--- src/design/vcrt_pkg.sv ---
// ---------------------------------------------------------------------------
// vcrt_pkg
// Shared types, codes and default settings of the video chunk tracker.
// ---------------------------------------------------------------------------
package vcrt_pkg;

	// Default geometry and header size.
	localparam int unsigned DEF_MAX_WIDTH    = 400;
	localparam int unsigned DEF_MAX_HEIGHT   = 240;
	localparam int unsigned DEF_HEADER_BYTES = 16;
	localparam int unsigned DEF_PIXEL_BYTES  = 2;

	// Configuration register indexes.
	localparam int unsigned CFG_IDX_W = 8;
	localparam logic [CFG_IDX_W-1:0] REG_MAGIC   = CFG_IDX_W'(0);
	localparam logic [CFG_IDX_W-1:0] REG_VERSION = CFG_IDX_W'(1);

	// Result queue depth; one item may push two results.
	localparam int unsigned QDEPTH = 4;
	localparam int unsigned QPTR_W = $clog2(QDEPTH);
	localparam int unsigned QCNT_W = $clog2(QDEPTH + 1);

	typedef enum logic [1:0] {
		VERDICT_ACC    = 2'd0,
		VERDICT_BAD    = 2'd1,
		VERDICT_LATE   = 2'd2,
		VERDICT_CLOSED = 2'd3
	} verdict_t;

	// Push request from the tracker into the result queue.
	typedef struct packed {
		logic valid; // an item was processed, the final result is pushed
		logic pair;  // a frame-close result goes in ahead of the final one
	} push_t;

endpackage

--- src/design/vcrt_hdr_check.sv ---
// ---------------------------------------------------------------------------
// vcrt_hdr_check
// Header validation: length, magic, version, geometry, buffer and frame bounds.
// ---------------------------------------------------------------------------
module vcrt_hdr_check import vcrt_pkg::*; #(
	parameter int unsigned MAX_WIDTH    = DEF_MAX_WIDTH,
	parameter int unsigned MAX_HEIGHT   = DEF_MAX_HEIGHT,
	parameter int unsigned HEADER_BYTES = DEF_HEADER_BYTES,
	parameter int unsigned PIXEL_BYTES  = DEF_PIXEL_BYTES
) (
	input  logic [15:0] datagram_length,
	input  logic [15:0] magic,
	input  logic [7:0]  version,
	input  logic [31:0] byte_offset,
	input  logic [15:0] frame_width,
	input  logic [15:0] frame_height,
	input  logic [15:0] expected_magic,
	input  logic [7:0]  expected_version,
	output logic        bad,
	output logic [15:0] payload_len,
	output logic [31:0] frame_bytes
);

	localparam int unsigned WW   = $clog2(MAX_WIDTH + 1);
	localparam int unsigned HW   = $clog2(MAX_HEIGHT + 1);
	localparam int unsigned MAXB = MAX_WIDTH * MAX_HEIGHT * PIXEL_BYTES;

	logic [WW+HW-1:0] area;
	logic [32:0]      end_pos;

	// Geometry out of range makes the header bad, so the truncated product
	// only matters when it is exact.
	assign area        = (WW+HW)'(frame_width[WW-1:0]) * (WW+HW)'(frame_height[HW-1:0]);
	assign frame_bytes = 32'(area) * 32'(PIXEL_BYTES);
	assign payload_len = datagram_length - 16'(HEADER_BYTES);
	assign end_pos     = {1'b0, byte_offset} + 33'(payload_len);

	always_comb begin
		bad = 1'b0;
		if (datagram_length <= 16'(HEADER_BYTES)) bad = 1'b1;
		if (magic != expected_magic) bad = 1'b1;
		if (version != expected_version) bad = 1'b1;
		if (frame_width == 16'd0 || frame_width[0]) bad = 1'b1;
		if (frame_height == 16'd0) bad = 1'b1;
		if (frame_width > 16'(MAX_WIDTH)) bad = 1'b1;
		if (frame_height > 16'(MAX_HEIGHT)) bad = 1'b1;
		if (byte_offset > 32'(MAXB)) bad = 1'b1;
		if (end_pos > 33'(MAXB)) bad = 1'b1;
		if (end_pos > {1'b0, frame_bytes}) bad = 1'b1;
	end

endmodule

--- src/design/vcrt_frame_tracker.sv ---
// ---------------------------------------------------------------------------
// vcrt_frame_tracker
// Frame state, late-chunk filter, counters and result formatting.
// ---------------------------------------------------------------------------
module vcrt_frame_tracker import vcrt_pkg::*; #(
	parameter int unsigned MAX_WIDTH   = DEF_MAX_WIDTH,
	parameter int unsigned MAX_HEIGHT  = DEF_MAX_HEIGHT,
	parameter int unsigned PIXEL_BYTES = DEF_PIXEL_BYTES,
	parameter int unsigned RW          = 186
) (
	input  logic          clk,
	input  logic          arst_n,
	input  logic          fire,
	input  logic          bad,
	input  logic          last_flag,
	input  logic [31:0]   sequence_req,
	input  logic [31:0]   byte_offset,
	input  logic [15:0]   frame_width,
	input  logic [15:0]   frame_height,
	input  logic [15:0]   payload_len,
	input  logic [31:0]   frame_bytes,
	output push_t         push,
	output logic [RW-1:0] close_res,
	output logic [RW-1:0] final_res
);

	localparam int unsigned WW   = $clog2(MAX_WIDTH + 1);
	localparam int unsigned HW   = $clog2(MAX_HEIGHT + 1);
	localparam int unsigned MAXB = MAX_WIDTH * MAX_HEIGHT * PIXEL_BYTES;
	localparam int unsigned OW   = $clog2(MAXB + 1);
	localparam int unsigned TDW  = RW - 3;

	logic          seen_q, prog_q;
	logic [31:0]   seq_q, bytes_q, want_q;
	logic [WW-1:0] cw_q;
	logic [HW-1:0] ch_q;
	logic [31:0]   fin_q, whl_q, rej_q, lat_q;

	logic          late, newf, acc, closing, close0, whole0, whole1;
	logic [31:0]   seq_diff, bytes_n, want_c;
	logic [31:0]   fin_a, whl_a, fin_b, whl_b, rej_n, lat_n;
	logic [WW-1:0] cw_c;
	logic [HW-1:0] ch_c;
	verdict_t      verdict;
	logic [OW-1:0] woff, wlen;

	assign seq_diff = sequence_req - seq_q;
	assign late     = !bad && seen_q && (seq_diff[31] || (sequence_req == seq_q && !prog_q));
	assign acc      = !bad && !late;
	assign newf     = acc && (sequence_req != seq_q || !seen_q);
	assign close0   = newf && prog_q;
	assign whole0   = (bytes_q == want_q);
	assign closing  = acc && last_flag;

	assign bytes_n = (newf ? 32'd0 : bytes_q) + 32'(payload_len);
	assign want_c  = newf ? frame_bytes : want_q;
	assign cw_c    = newf ? frame_width[WW-1:0] : cw_q;
	assign ch_c    = newf ? frame_height[HW-1:0] : ch_q;
	assign whole1  = (bytes_n == want_c);

	// Counters as seen by the close report, then by the final result.
	assign fin_a = fin_q + 32'(close0);
	assign whl_a = whl_q + 32'(close0 && whole0);
	assign fin_b = fin_a + 32'(closing);
	assign whl_b = whl_a + 32'(closing && whole1);
	assign rej_n = rej_q + 32'(bad);
	assign lat_n = lat_q + 32'(late);

	always_comb begin
		if (bad) begin
			verdict = VERDICT_BAD;
		end else if (late) begin
			verdict = VERDICT_LATE;
		end else begin
			verdict = VERDICT_ACC;
		end
	end

	assign woff = acc ? byte_offset[OW-1:0] : '0;
	assign wlen = acc ? OW'(payload_len) : '0;

	assign close_res = {1'b0, VERDICT_CLOSED,
		TDW'({lat_q, rej_q, whl_a, fin_a, whole0, ch_q, cw_q, 1'b1,
			{OW{1'b0}}, {OW{1'b0}}})};

	assign final_res = {1'b1, verdict,
		TDW'({lat_n, rej_n, whl_b, fin_b, closing && whole1,
			closing ? ch_c : {HW{1'b0}}, closing ? cw_c : {WW{1'b0}}, closing,
			wlen, woff})};

	assign push.valid = fire;
	assign push.pair  = fire && close0;

	always_ff @(posedge clk or negedge arst_n) begin
		if (!arst_n) begin
			seen_q  <= 1'b0;
			prog_q  <= 1'b0;
			seq_q   <= '0;
			bytes_q <= '0;
			want_q  <= '0;
			cw_q    <= '0;
			ch_q    <= '0;
			fin_q   <= '0;
			whl_q   <= '0;
			rej_q   <= '0;
			lat_q   <= '0;
		end else if (fire) begin
			fin_q <= fin_b;
			whl_q <= whl_b;
			rej_q <= rej_n;
			lat_q <= lat_n;
			if (acc) begin
				bytes_q <= bytes_n;
				prog_q  <= !last_flag;
			end
			if (newf) begin
				seen_q <= 1'b1;
				seq_q  <= sequence_req;
				want_q <= frame_bytes;
				cw_q   <= cw_c;
				ch_q   <= ch_c;
			end
		end
	end

endmodule

--- src/design/vcrt_out_queue.sv ---
// ---------------------------------------------------------------------------
// vcrt_out_queue
// Small result queue; takes one or two results a cycle, gives out one while out_ready is high.
// ---------------------------------------------------------------------------
module vcrt_out_queue import vcrt_pkg::*; #(
	parameter int unsigned RW = 186
) (
	input  logic          clk,
	input  logic          arst_n,
	input  push_t         push,
	input  logic [RW-1:0] close_res,
	input  logic [RW-1:0] final_res,
	output logic          room,
	output logic          out_valid,
	input  logic          out_ready,
	output logic [RW-1:0] out_res
);

	logic [RW-1:0]     mem_q [QDEPTH];
	logic [QPTR_W-1:0] wp_q, rp_q, wp_1;
	logic [QCNT_W-1:0] cnt_q;
	logic              pop;

	assign out_valid = (cnt_q != '0);
	assign pop       = out_valid && out_ready;
	assign room      = (cnt_q <= QCNT_W'(QDEPTH - 2));
	assign out_res   = mem_q[rp_q];
	assign wp_1      = wp_q + QPTR_W'(1);

	always_ff @(posedge clk) begin
		if (push.valid) begin
			if (push.pair) begin
				mem_q[wp_q] <= close_res;
				mem_q[wp_1] <= final_res;
			end else begin
				mem_q[wp_q] <= final_res;
			end
		end
	end

	always_ff @(posedge clk or negedge arst_n) begin
		if (!arst_n) begin
			wp_q  <= '0;
			rp_q  <= '0;
			cnt_q <= '0;
		end else begin
			wp_q  <= wp_q + QPTR_W'(push.valid) + QPTR_W'(push.pair);
			rp_q  <= rp_q + QPTR_W'(pop);
			cnt_q <= cnt_q + QCNT_W'(push.valid) + QCNT_W'(push.pair) - QCNT_W'(pop);
		end
	end

endmodule

--- src/design/video_chunk_reassembly_tracker_top.sv ---
// ---------------------------------------------------------------------------
// video_chunk_reassembly_tracker_top
// Checks parsed datagram headers, tracks frame reassembly and reports writes.
// A header is held in the input register, then its results are written into the
// result queue. Throughput: one header per cycle while the queue has room for two
// results; a header that closes an open frame on a newer sequence gives two results.
// Reset: arst_n clears the frame state, all counters and both registers to 0.
// ---------------------------------------------------------------------------
module video_chunk_reassembly_tracker_top import vcrt_pkg::*; #(
	parameter int unsigned MAX_WIDTH    = DEF_MAX_WIDTH,
	parameter int unsigned MAX_HEIGHT   = DEF_MAX_HEIGHT,
	parameter int unsigned HEADER_BYTES = DEF_HEADER_BYTES,
	parameter int unsigned PIXEL_BYTES  = DEF_PIXEL_BYTES,
	// Derived sizes of the result fields.
	localparam int unsigned WW   = $clog2(MAX_WIDTH + 1),
	localparam int unsigned HW   = $clog2(MAX_HEIGHT + 1),
	localparam int unsigned MAXB = MAX_WIDTH * MAX_HEIGHT * PIXEL_BYTES,
	localparam int unsigned OW   = $clog2(MAXB + 1),
	localparam int unsigned ODW  = 2 * OW + WW + HW + 2 + 128,
	localparam int unsigned TDW  = ((ODW + 7) / 8) * 8
) (
	input  logic                 clk,
	input  logic                 arst_n,
	// Configuration write channel.
	input  logic                 cfg_valid,
	output logic                 cfg_ready,
	input  logic [CFG_IDX_W-1:0] cfg_index,
	input  logic [15:0]          cfg_data,
	// Header stream.
	input  logic                 s_axis_tvalid,
	output logic                 s_axis_tready,
	// tdata from bit 0: datagram_length(16), magic(16), version(8),
	// sequence_req(32), byte_offset(32), frame_width(16), frame_height(16)
	input  logic [135:0]         s_axis_tdata,
	input  logic                 s_axis_tlast,  // last_flag
	// Result stream.
	output logic                 m_axis_tvalid,
	input  logic                 m_axis_tready,
	// tdata from bit 0: write_offset, write_length, frame_done, done_width,
	// done_height, done_whole, frames_finished(32), frames_whole(32),
	// bad_count(32), late_count(32), zero fill
	output logic [TDW-1:0]       m_axis_tdata,
	output logic [1:0]           m_axis_tuser,  // verdict
	output logic                 m_axis_tlast   // last_result
);

	localparam int unsigned RW = TDW + 3;

	// Configuration registers. Writes must come only while the block is idle; the block
	// does not enforce this. The channel is always ready and a write takes effect at once.
	logic [15:0] magic_q;
	logic [7:0]  version_q;

	assign cfg_ready = 1'b1;

	always_ff @(posedge clk or negedge arst_n) begin
		if (!arst_n) begin
			magic_q   <= '0;
			version_q <= '0;
		end else if (cfg_valid) begin
			case (cfg_index)
				REG_MAGIC:   magic_q   <= cfg_data;
				REG_VERSION: version_q <= cfg_data[7:0];
				default:     ;
			endcase
		end
	end

	// Input register. The held header is processed as soon as the result
	// queue has room for two results, and a new header is taken in the same
	// cycle, so while the output takes every result, the input side never waits on a single-result stream.
	logic          valid_s1;
	logic [135:0]  data_s1;
	logic          last_s1;
	logic          fire, room;

	assign fire          = valid_s1 && room;
	assign s_axis_tready = !valid_s1 || fire;

	always_ff @(posedge clk or negedge arst_n) begin
		if (!arst_n) begin
			valid_s1 <= 1'b0;
		end else if (s_axis_tready) begin
			valid_s1 <= s_axis_tvalid;
		end
	end

	always_ff @(posedge clk) begin
		if (s_axis_tready && s_axis_tvalid) begin
			data_s1 <= s_axis_tdata;
			last_s1 <= s_axis_tlast;
		end
	end

	// Header checks run on the registered header.
	logic        bad;
	logic [15:0] payload_len;
	logic [31:0] frame_bytes;

	vcrt_hdr_check #(
		.MAX_WIDTH    (MAX_WIDTH),
		.MAX_HEIGHT   (MAX_HEIGHT),
		.HEADER_BYTES (HEADER_BYTES),
		.PIXEL_BYTES  (PIXEL_BYTES)
	) u_check (
		.datagram_length  (data_s1[15:0]),
		.magic            (data_s1[31:16]),
		.version          (data_s1[39:32]),
		.byte_offset      (data_s1[103:72]),
		.frame_width      (data_s1[119:104]),
		.frame_height     (data_s1[135:120]),
		.expected_magic   (magic_q),
		.expected_version (version_q),
		.bad              (bad),
		.payload_len      (payload_len),
		.frame_bytes      (frame_bytes)
	);

	// Frame tracking: sequence filter, frame close and counter updates. It
	// produces the optional close report and the final result of the header.
	push_t         push;
	logic [RW-1:0] close_res, final_res, out_res;

	vcrt_frame_tracker #(
		.MAX_WIDTH   (MAX_WIDTH),
		.MAX_HEIGHT  (MAX_HEIGHT),
		.PIXEL_BYTES (PIXEL_BYTES),
		.RW          (RW)
	) u_tracker (
		.clk          (clk),
		.arst_n       (arst_n),
		.fire         (fire),
		.bad          (bad),
		.last_flag    (last_s1),
		.sequence_req (data_s1[71:40]),
		.byte_offset  (data_s1[103:72]),
		.frame_width  (data_s1[119:104]),
		.frame_height (data_s1[135:120]),
		.payload_len  (payload_len),
		.frame_bytes  (frame_bytes),
		.push         (push),
		.close_res    (close_res),
		.final_res    (final_res)
	);

	// Result queue decouples the output handshake from processing. Each
	// entry holds last_result, verdict and the packed tdata.
	vcrt_out_queue #(
		.RW (RW)
	) u_queue (
		.clk       (clk),
		.arst_n    (arst_n),
		.push      (push),
		.close_res (close_res),
		.final_res (final_res),
		.room      (room),
		.out_valid (m_axis_tvalid),
		.out_ready (m_axis_tready),
		.out_res   (out_res)
	);

	assign m_axis_tdata = out_res[TDW-1:0];
	assign m_axis_tuser = out_res[TDW+1:TDW];
	assign m_axis_tlast = out_res[TDW+2];

endmodule

--- config.mk ---
export PLATFORM = sky130hd
export DESIGN_NAME = video_chunk_reassembly_tracker_top
export DESIGN_NICKNAME = d
export VERILOG_FILES = /design/src/design/vcrt_pkg.sv /design/src/design/vcrt_hdr_check.sv /design/src/design/vcrt_frame_tracker.sv /design/src/design/vcrt_out_queue.sv /design/src/design/video_chunk_reassembly_tracker_top.sv
export SDC_FILE = /design/constraint.sdc
export NUM_CORES = 2
export LEC_CHECK = 0
export ABC_AREA = 1
export BUFFER_PORTS_ARGS = -buffer_cell sky130_fd_sc_hd__clkbuf_2
export CORE_MARGIN = 10
export CORE_UTILIZATION = 45
export DETAILED_ROUTE_END_ITERATION = 7
export GPL_ROUTABILITY_DRIVEN = 0
export SLEW_MARGIN = 10
export SYNTH_ARGS = -nofsm -noshare
export SYNTH_HDL_FRONTEND = slang
export SYNTH_SLANG_ARGS = --single-unit
--- constraint.sdc ---
create_clock -name clk -period 18.1 [get_ports clk]
set_input_delay 3.62 -clock clk [delete_from_list [all_inputs] [get_ports clk]]
set_output_delay 3.62 -clock clk [all_outputs]
set_load 0.1 [all_outputs]
* Word-level counts from Yosys, hierarchy flattened
Memory sizes are Yosys's and may differ from the RTL's.
Cells that the tools add are included.
Widths: inputs -> output; s select.
** Operators by class
- $add $sub $neg :: 17
- $mul :: 1
- Divide/modulo/power cells :: 0
- Magnitude comparators :: 7
- Eq/ne operators :: 7
- Shifts and indexed selects :: 0
- Mux-type cells :: 27
- Bitwise logic cells :: 1
- Reduce and logical (&&, ||, !) cells :: 31
** Operators by type and width (count)
- $add 32x1->32 :: 6
- $mux 184 :: 1
- $eq 32x32->1 :: 3
- $mux 32 :: 2
- $add 32x16->33 :: 1
- $gt 33x18->1 :: 1
- $gt 33x18->1 const B :: 1
- $add 32x16->32 :: 1
- $gt 32x18->1 const B :: 1
- $logic_not 16->1 :: 2
- $ne 32x32->1 :: 1
- $sub 32x32->32 :: 1
- $mux 18 :: 1
- $mux 9 :: 2
- $mul 9x8->17 :: 1
- $gt 16x8->1 const B :: 1
- $gt 16x9->1 const B :: 1
- $le 16x5->1 const B :: 1
- $mux 1 :: 16
- $mux 16 :: 1
- $mux 8 :: 2
- $ne 16x16->1 :: 1
- $sub 16x5->16 const B :: 1
- $logic_and 1x1->1 :: 13
- other kinds (14) :: 29
** Storage, ports and cells
- Bits in registers :: 412
- Bits in latches :: 0
- Memory bits (writable) :: 736
- Memory bits (read-only) :: 0
- Input port bits :: 166
- Output and inout port bits :: 190
- Logic and storage cells :: 111
- Memories :: 1
** Memory list
- u_queue.mem_q :: depth 4, width 184, read ports 1, clocked after memory_dff 0, wr ports 2, line vcrt_out_queue.sv:19 : logic [RW-1:0] mem_q [QDEPTH];

* Logic depth before layout (Yosys ltp)
- Word-level depth :: 23
- Gate-level depth with buffers :: 86
- Gate-level depth less buffers :: 82

* Modules after synthesis
A second synthesis with hierarchy kept.
** Second synthesis, totals
- Cells, all modules :: 9281
- Area, all modules :: 72635.9 um^2
** By module, submodules not included
- vcrt_out_queue :: instances 1, cells each 5506, area an instance 44142.3 um^2, seq. area each 22636.7 um^2
- vcrt_frame_tracker :: instances 1, cells each 2585, area an instance 17840.9 um^2, seq. area each 6080.8 um^2
- vcrt_hdr_check :: instances 1, cells each 921, area an instance 5432.7 um^2, seq. area each 0.0 um^2
- video_chunk_reassembly_tracker_top :: instances 1, cells each 269, area an instance 5220.0 um^2, seq. area each 4739.5 um^2

* Worst setup path before layout
No wires, ideal clock.
- Path type :: register to register
- Start :: register data_s1[127]
- End :: memory u_queue.mem_q[0][113] (netlist bit) (data pin)
- Setup time :: 0.267 ns
- Data arrival time :: 11.559 ns
- Data required time :: 17.833 ns
- Slack :: 6.274 ns
- Cell stages (with the launch flop) :: 78
- Buffers on the path :: 5
- Period minus slack after synthesis :: 11.826 ns
- Cells stage by stage :: edfxtp_1 clkbuf_1 nand2_1 fa_1 fa_1 inv_1 fa_1 inv_1 fa_1 inv_1 ha_1 a21oi_1 o21ai_0 nand2_1 nand4_1 a21oi_1 o21bai_1 nand2_1 [42 not listed] nor2_1 nand2_1 inv_2 nand2_1 inv_1 nand3_1 nor3_2 nand2_1 nor3_1 nand2_1 nor2_2 nand2_1 nor4_2 xor2_1 nand2_1 o21ai_2 nand2_1 o21ai_0
** RTL lines
- start: declaration :: line video_chunk_reassembly_tracker_top.sv:73 : logic [135:0] data_s1;
- start signal: assignment :: line video_chunk_reassembly_tracker_top.sv:90 : data_s1 <= s_axis_tdata;
- end: declaration :: line vcrt_out_queue.sv:19

==> run summary <==
synth unique cells: 68
hold_ws: 0.461 ns
Final Skew: 0.0370 ns
overall routed net length: 195 mm
Tcrit/Tclk final: 75.3%
Detail Route Antenna Nets: 0
fraction of layout cells with a size suffix above 1: 10.3%
Worst EP required: 18.70 ns
core area: 0.142 sq mm
Post-synth EDFFs: 869
clock sinks: 1,148
post-detail-place hpwl: 119 mm
Netlist Area Pre-Place: 0.0641 sq mm
fmax: 0.0734 GHz
max_cap viols: 0
Power Density: 180 mW/mm^2
Internal: 6.11 mW
Port-buffer cells: 351
Placed Area: 0.0672 sq mm
DR iter-0 viols: 4,831
H-tree depth: 4
Post CTS Setup Buffer Count: 0
DR DRC count: 0
Worst Path Max Fanout: 73
crit path max-delay cell type: buf_4
Die X: 397 um
VDD IR max: 241 uV
Ys Warns: 0
CP max stage delay: 0.70 ns
Setup crit start kind: flip-flop
Filler Cells Inserted: 13,400
synthesis-stage register bit count: 1,148
power share of the clock group: 20.4%
area grow syn2layout: 11.5%
clock tree buffer depth: 3
Slew @ Worst Pin: 1.16 ns
FP Rows: 138
P_leak: 27.7 nW
Setup violations, final: 0
Logic pwr share: 52.0%
outcome: completed
Post-synth top flop: edfxtp_1
CTS tree: done
critical path type: flip-flop to flip-flop
wire per inst: 20.3 um
Worst EP arrival: 14.22 ns
drt pass-1 iters: 8
Synth async-reset ratio: 24.0%
Crit path top cell by count: nand2_1
die area: 0.158 sq mm
NetSw: 6.78 mW
clk slew on worst S/H paths: 0.06 ns
Clock Latency Late Sink: 0.78 ns
Die Y: 397 um
Final Max Slew Viols: 0
sequential share of power: 27.6%
Avg Synthesized Cell Area: 8.59 sq um
IO Pins: 356
Cells after Synth: 7,465
switching share of power: 52.6%
post_cts resized: 0
overall routing resource usage: 24.2%
DR vias/cell: 5.48
first-pass GRT wire length: 303 mm
RSZ-0062 raised after global routing: no
initial core utilization: 45.3%
antenna violations before repair: 2
final instance area: 0.0715 sq mm
Worst Hold Class: flip-flop to flip-flop
grt ovf: 0
post-synthesis sequential area ratio: 51.6%
total CTS buffers: 132
Total Power: 12.9 mW
Vias: 52,700
CP endpoint kind: flip-flop
Worst slew margin: 22.5%
CTS root buffer: clkbuf_16
vias in the first global route: 51,500
nets: 7,965
min cycle time layout: 13.62 ns
hold buffer count at cts: 0
pin count of the biggest net entering global routing: 216
setup TNS: 0 ns
final hold vios: 0
## per-layer routing
layer	track usage [%]	part of all wire [%]	vias to the layer above
met1	32.0	42	25100
met4	8.30	2.9	2
met5	0	0.0067	-
li1	-	-	25300
met2	39.4	46	1946
met3	4.94	8.2	338
## placed cells by master, fill, tap and decap left out, types with 134 or more instances in the layout
cell       netlist  layout
nand2_1       1694    1690
o21ai_0       1092    1092
edfxtp_1       869     869
inv_1          817     812
nor2_1         742     737
clkbuf_2         0     350
dfrtp_1        275     273
o22ai_1        263     263
nand3_1        176     176
o21ai_1        171     171
xor2_1         163     163
ha_1           134     134
clkbuf_16        0     134
## cells in the mapped netlist (8+ instances only)
cell type	count	area, sq um
nand2_2	31	194
nand3_1	176	881
buf_4	9	67.6
xnor2_1	55	482
nand4_1	101	632
buf_2	49	245
o211ai_1	21	158
nor2_2	30	188
fa_1	47	941
xor2_1	163	1430
nand2_1	1694	6360
o22ai_1	263	1650
o21ai_0	1092	5470
o21ai_1	171	856
inv_2	30	113
nand3b_1	14	105
inv_1	817	3070
nor4_1	46	288
buf_1	30	113
o21ai_2	8	70.1
edfxtp_1	869	26100
nor3_1	66	330
nor3_2	14	140
dfrtp_1	275	6880
nand3_2	9	90.1
a21oi_1	84	420
nor2_1	742	2790
or2_2	20	125
clkbuf_1	291	1090
o21bai_1	8	60.1
ha_1	134	1680
nor2_4	12	135
## final cells by class
class                           count  area (sq um)  share of cell area (%)
Inverter                          853          3240                    4.53
Multi-Input combinational cell   5080         26300                    36.8
Sequential cell                  1148         33100                    46.3
Clock buffer                      181          3620                    5.07
Clock inverter                     60           614                   0.860
Antenna cell                        1          2.50                 0.00350
Tap cell                         1890          2360                    3.31
Timing Repair Buffer              403          2230                    3.12
## registers in the layout, summed over array words and instances, names as in the netlist, 3 cells and up
| register | count |
|---|---|
| u_queue.mem_q | 736 |
| data_s1 | 136 |
| u_tracker.bytes_q | 32 |
| u_tracker.fin_q | 32 |
| u_tracker.lat_q | 32 |
| u_tracker.rej_q | 32 |
| u_tracker.seq_q | 32 |
| u_tracker.want_q | 32 |
| u_tracker.whl_q | 32 |
| magic_q | 16 |
| u_tracker.cw_q | 9 |
| u_tracker.ch_q | 8 |
| version_q | 8 |
| u_queue.cnt_q | 3 |
## critical path, delay by kind of cell, from the launching register on
kind,cells,cell delay (ns)
AOI/OAI and AO/OA,12,2.06
xor gates and xnor gates,2,0.50
adders and majority gates,10,3.81
buffers and inverters,11,1.36
DFF,1,0.59
and+or+nand+nor,41,5.04
## stage by stage
stage          util (%)  cells  worst slack (ns)
2_1_floorplan         -   7467              6.27
3_3_place_gp       47.5   9374              4.94
3_5_place_dp       47.5   9374              4.63
4_1_cts            50.5   9615              4.58
5_1_grt            50.5   9615              2.99
6_report           50.5   9616              4.48
## logic make-up after synthesis
logic type | after synthesis | synth area share [%]
XOR/XNOR | 225 | 3.16
AO/OA/AOI/OAI | 1676 | 13.9
AND/OR/NAND/NOR | 2986 | 19.6
multiplexers | 8 | 0.129
flip-flops | 1148 | 51.6
buffers and inverters | 1239 | 7.50
other | 2 | 0.0117
adder cells (fa/ha/maj) | 181 | 4.08
## power by group through the flow
stage          Sequential [mW]  Clock [mW]  Combinational, mW
2_1_floorplan             3.58           0               5.10
3_3_place_gp              3.59           0               6.66
3_5_place_dp              3.60           0               6.72
4_1_cts                   3.55        2.69               6.74
5_1_grt                   3.59        2.80               7.22
6_report                  3.55        2.63               6.70
## worst paths after layout
check | slack [ns] | cells after the start | start | to
min reg2reg | 0.46 | 2 | u_queue.mem_q[1][183]$_SDFFE_PP1P_ | u_queue.mem_q[1][183]$_SDFFE_PP1P_
min in group asynchronous | 2.79 | 1 | arst_n | u_tracker.seq_q[12]$_DFFE_PN0P_
max | 4.48 | 76 | data_s1[126]$_DFFE_PP_ | u_queue.mem_q[3][113]$_DFFE_PP_
max reg2reg | 4.48 | 76 | data_s1[126]$_DFFE_PP_ | u_queue.mem_q[3][113]$_DFFE_PP_
min | 0.46 | 2 | u_queue.mem_q[1][183]$_SDFFE_PP1P_ | u_queue.mem_q[1][183]$_SDFFE_PP1P_
max in group asynchronous | 13.04 | 3 | arst_n | u_queue.rp_q[0]$_DFF_PN0_
Note: power is estimated with default switching activity, not from simulation.
